[config.mk]
export PLATFORM = sky130hd
export DESIGN_NAME = c2r_col_cell
export DESIGN_NICKNAME = d
export VERILOG_FILES = /design/src/hdl/c2r_pkg.sv /design/src/hdl/c2r_col_cell.sv
export SDC_FILE = /design/constraint.sdc
export NUM_CORES = 1
export LEC_CHECK = 0
export ABC_AREA = 1
export BUFFER_PORTS_ARGS = -buffer_cell sky130_fd_sc_hd__buf_2
export CAP_MARGIN = 20
export CORE_MARGIN = 4
export CORE_UTILIZATION = 35
export CTS_CLUSTER_DIAMETER = 80
export DETAILED_ROUTE_END_ITERATION = 8
export PLACE_DENSITY = 0.72
export SYNTH_ARGS = -nofsm -noshare
export SYNTH_HDL_FRONTEND = slang
export SYNTH_SLANG_ARGS = --single-unit
[constraint.sdc]
create_clock -name i_clk -period 0.8 [get_ports i_clk]
set_input_delay 0.16 -clock i_clk [delete_from_list [all_inputs] [get_ports i_clk]]
set_output_delay 0.16 -clock i_clk [all_outputs]
set_load 0.005 [all_outputs]
[src/hdl/c2r_pkg.sv]
// ----------------------------------------------------------------------------
// c2r_pkg: shared types and constants of the 3x3 replicate-border filter
// Pixel and column types, control bundle, register codes and reset values.
// ----------------------------------------------------------------------------
package c2r_pkg;

    localparam int PIX_W      = 8;
    localparam int GEOM_W     = 11;
    localparam int COEF_W     = 16;
    localparam int KROW_W     = 48;
    localparam int CFG_IDX_W  = 3;
    localparam int CFG_DATA_W = 48;

    localparam int PROD_W = COEF_W + PIX_W + 1;
    localparam int RSUM_W = PROD_W + 2;
    localparam int SUM_W  = RSUM_W + 2;

    localparam int DEF_MAX_WIDTH  = 1024;
    localparam int DEF_MAX_HEIGHT = 1024;

    localparam int RST_IMAGE_WIDTH  = 1024;
    localparam int RST_IMAGE_HEIGHT = 1024;
    localparam logic [KROW_W-1:0] RST_KROW_OUTER = 48'hFF00_0000_0100;
    localparam logic [KROW_W-1:0] RST_KROW_MID   = 48'hFE00_0000_0200;

    localparam logic [CFG_IDX_W-1:0] CFG_IMAGE_WIDTH  = 3'd0;
    localparam logic [CFG_IDX_W-1:0] CFG_IMAGE_HEIGHT = 3'd1;
    localparam logic [CFG_IDX_W-1:0] CFG_KROW_TOP     = 3'd2;
    localparam logic [CFG_IDX_W-1:0] CFG_KROW_MID     = 3'd3;
    localparam logic [CFG_IDX_W-1:0] CFG_KROW_BOT     = 3'd4;

    typedef logic [PIX_W-1:0] t_pixel;

    typedef struct packed {
        t_pixel top;
        t_pixel mid;
        t_pixel bot;
    } t_column;

    typedef struct packed {
        logic emit;
        logic tclamp;
        logic bclamp;
        logic lclamp;
        logic rclamp;
        logic last;
    } t_ctl;

    // replicate the middle row over a missing top or bottom row
    function automatic t_column clamp_rows(t_column col, logic tcl, logic bcl);
        t_column res;
        res     = col;
        res.top = tcl ? col.mid : col.top;
        res.bot = bcl ? col.mid : col.bot;
        return res;
    endfunction

endpackage

[src/hdl/c2r_col_cell.sv]
// ----------------------------------------------------------------------------
// c2r_col_cell: one column of the 3x3 window
// Holds three vertically adjacent pixels and passes them to the next cell
// on every shift.
// ----------------------------------------------------------------------------
module c2r_col_cell (
    input  logic             i_clk,
    input  logic             i_shift,
    input  c2r_pkg::t_column i_col,
    output c2r_pkg::t_column o_col
);

    c2r_pkg::t_column r_col;

    always_ff @(posedge i_clk) begin
        if (i_shift) begin
            r_col <= i_col;
        end
    end

    assign o_col = r_col;

endmodule

# Word-level counts from Yosys, hierarchy flattened
# Index checks and enable logic that the tools add are counted.
# totals
register_bits	24
inputBits	26

# Logic depth before layout (Yosys ltp)
# logic_depth
ltp_word	0
ltp_mapped	0

# Least setup slack after synthesis
# Ideal clock, no wire load.
# synth_path
path_kind	register to output
startpoint	register r_col, in the netlist o_col[0]
endpoint	output o_col[0] in the netlist's numbering
path_stages_with_launch	1
n_path_buf	0
slack_ns	0.285
arrival_time_ns	0.355
required_time_ns	0.640
path_cell_list	edfxtp_1
# synth_rtl
item	line_no	text
start: declaration	c2r_col_cell.sv:13	c2r_pkg::t_column r_col;
start signal: assignment	c2r_col_cell.sv:17	r_col <= i_col;
end: declaration	c2r_col_cell.sv:10	output c2r_pkg::t_column o_col
# No word-level cell between the ends.

# Final worst setup path
# layout_path
startpoint	register r_col, in the netlist o_col[5]
endpoint	output o_col[5] in the netlist's numbering
# No word-level cell between the ends.

==> impl_results.md <==
* Crit path to: o_col[5]
* Final layout net count at 118
* Internal power at 0.00183 W
* Net load switching power at 0.000432 W
* I/O Buffers at 49
* Startpoint type of the worst setup path: register
* Number of levels the H-tree was split into at 1
* Library cell with the largest summed area after synthesis: edfxtp_1
* Run status: complete, but fails checks
* Number of multi-input combinational cells in the layout at 0
* Count of pins on the block boundary at 50
* Cts repair resizes at 0
* Initial antenna violation count at 0
* Most common cell after layout, fill and taps aside: buf_2
* Iter 0 DRT Violations at 5
* Number of logic stages on the critical path including buffering at 1
* Clock-pin slew of the registers on the worst-case setup and hold paths at 120 ps
* Total Routed Length at 1.38 mm
* Post-Synthesis Cells at 24
* Number of clock buffers inserted by TritonCTS at 3
* Number of vias in the routed layout at 482
* Standby leakage power at 0.512 nW
* Final critical path time including I/O delays and setup at 983 ps
* Average wire per standard cell at 11.7 µm
* Summed instance area of the synthesized netlist at 721 µm²
* ANT nets after route at 0
* Area of the die at 0.00285 mm²
* Number of standard-cell rows in the floorplan at 16
* Highest-count cells in the layout ignoring fill and taps: buf_2 (49), edfxtp_1 (24), dlygate4sd3_1 (12), clkbuf_4 (3), buf_12 (2)
* Vias per cell at 4.08
* Number of hold-slack violations in the final timing report at 0
* RSZ-0062 raised after global routing: yes
* Area share of the largest cell type after synthesis at 100%
* Synthesized net count at 50
* Slew Viols, Final at 0
* Final worst-path cycle share at 123%
* Number of buffers between clock root and the deepest sink at 2
* Min-delay src: i_col[12]
* CTS root buffer: clkbuf_4
* Die width at 53.4 µm
* Tightest Pin Transition at 117 ps
* Global route overflow at 0
* Buf+Inv Stages, Crit Path at 1
* Final worst slack at -183 ps
* Timing startpoint of the critical path: o_col[5]$_DFFE_PP_
* Register bit total from synthesis at 24
* First-pass iteration count of the detailed router at 3
* Switching power as a share of total power at 19.1%
* Worst path slowest cell: edfxtp_1
* Post-synthesis area per instance at 30.0 µm²
* Number of remaining DRC errors at 0
* Share of cells above drive strength 1 at 59.3%
* Number of post-CTS setup repair buffers at 0
* Largest delay contributor family on the critical path: flip-flops
* Critical path's largest stage delay at 390 ps
* Share of total power in sequential cells at 66.8%
* Post-layout instance count excluding filler cells at 118
* WS Path Type: register to output port
* Total instance count after detailed placement at 102
* Element type at the critical path end: output port
* CTS Sinks at 24
* List of cells traversed by the critical path: buf_2
* Power per cell area at 1910 mW/mm²
* Routability congestion estimate at 0.572
* Starting density of the core at 36.7%
* Clock power frac at 22.0%
* Pin count of the biggest net entering global routing at 15
* Max-cap violations at 0
* Footprint of the multi-input gates at 0 µm²
* Maximum fanout along the worst path at 1
* Violations in the final reports: negative setup slack
* Die extent in y at 53.4 µm
* Count of distinct cell types in the synthesized netlist at 1
* Area growth, synth to finish at 64.6%
* Total global-route track usage at 7.91%
* Antenna fix cells at 0
* Flip-flop count of the largest register after layout at 24
* Timing-limited maximum frequency at 1020 MHz
* Dominant cells by area after synthesis: edfxtp_1 (100%)
* Worst voltage drop across the vdd grid at 1.27 mV
* First-pass GRT wire length at 1.57 mm
* Final number of setup-violating endpoints at 24
* Final Util at 60.5%
* Area of the placeable core at 0.00196 mm²
* CTS tree: yes
* Number of global-route vias before repair at 363
* Fillers at 168
* Sequential share of the synthesized area at 100%
* YS warnings at 0
* CP Data Required Time at 640 ps
* Relative max-transition margin at 92.2%
* Data arrival time of the critical path at 820 ps
* Power share of the combinational group at 11.2%
* Class of the tightest hold or removal check: primary input to register
[synth_stat cells]
master and number:
edfxtp_1 24
[power by group through the flow]
stage          combinational [W]  clock, W  sequential (W)
2_1_floorplan                  0         0         0.00156
3_3_place_gp            0.000209         0         0.00154
3_5_place_dp            0.000212         0         0.00154
4_1_cts                 0.000212  0.000513         0.00151
5_1_grt                 0.000278  0.000603         0.00152
6_report                0.000254  0.000498         0.00151
[per-layer routing]
layer  GRT usage, %  part of all wire (%)  up-vias  wire (µm)
li1               -                     -      231          -
met1           10.3                    39      217        534
met2           11.0                    48       32        665
met3           3.66                    13        2        174
met4           3.83                  0.36        0          5
met5              0                     0        -          0
[cell families (layout without fill, tap and decap cells)]
group | after synthesis | after routing | synth area share (%)
flip-flops | 24 | 24 | 100
buffers and inverters | 0 | 67 | 0
[metrics by stage]
stage	total power, W	cell area [µm²]	hold WS [ps]	setup WS [ps]	TNS, ps
after global routing	0.00240	1190	3.24	-256	-5320
after floorplan	0.00156	721	259	285	0
after global placement	0.00175	1040	336	56.7	0
after detailed placement	0.00175	1040	338	56.2	0
final	0.00226	1190	31.2	-183	-3910
after CTS	0.00224	1070	19.0	-191	-4150
[what timing repair did]
item,4_1_cts,5_1_grt
hold buffers,0,12
gates cloned,0,0
endpoints found under the setup margin,24,24
endpoints found under the hold margin,0,12
[cell type report]
| cell class | count | area [µm²] | share of cell area (%) |
|---|---|---|---|
| clock buffer | 3 | 22.5 | 1.90 |
| clock inverter | 1 | 3.75 | 0.316 |
| sequential | 24 | 721 | 60.8 |
| tap | 27 | 33.8 | 2.85 |
| timing repair buffer | 63 | 405 | 34.2 |
[how the worst min path moves through the flow]
stage / cells past startpoint / slack (ps) / endpoint
global placement: 1 / 340 / o_col[16]$_DFFE_PP_
floorplan: 0 / 260 / o_col[0]$_DFFE_PP_
detailed placement: 1 / 340 / o_col[9]$_DFFE_PP_
CTS: 1 / 20 / o_col[9]$_DFFE_PP_
global route: 1 / 3 / o_col[2]$_DFFE_PP_
finish: 1 / 30 / o_col[12]$_DFFE_PP_
(Power assumes the default switching activity.)
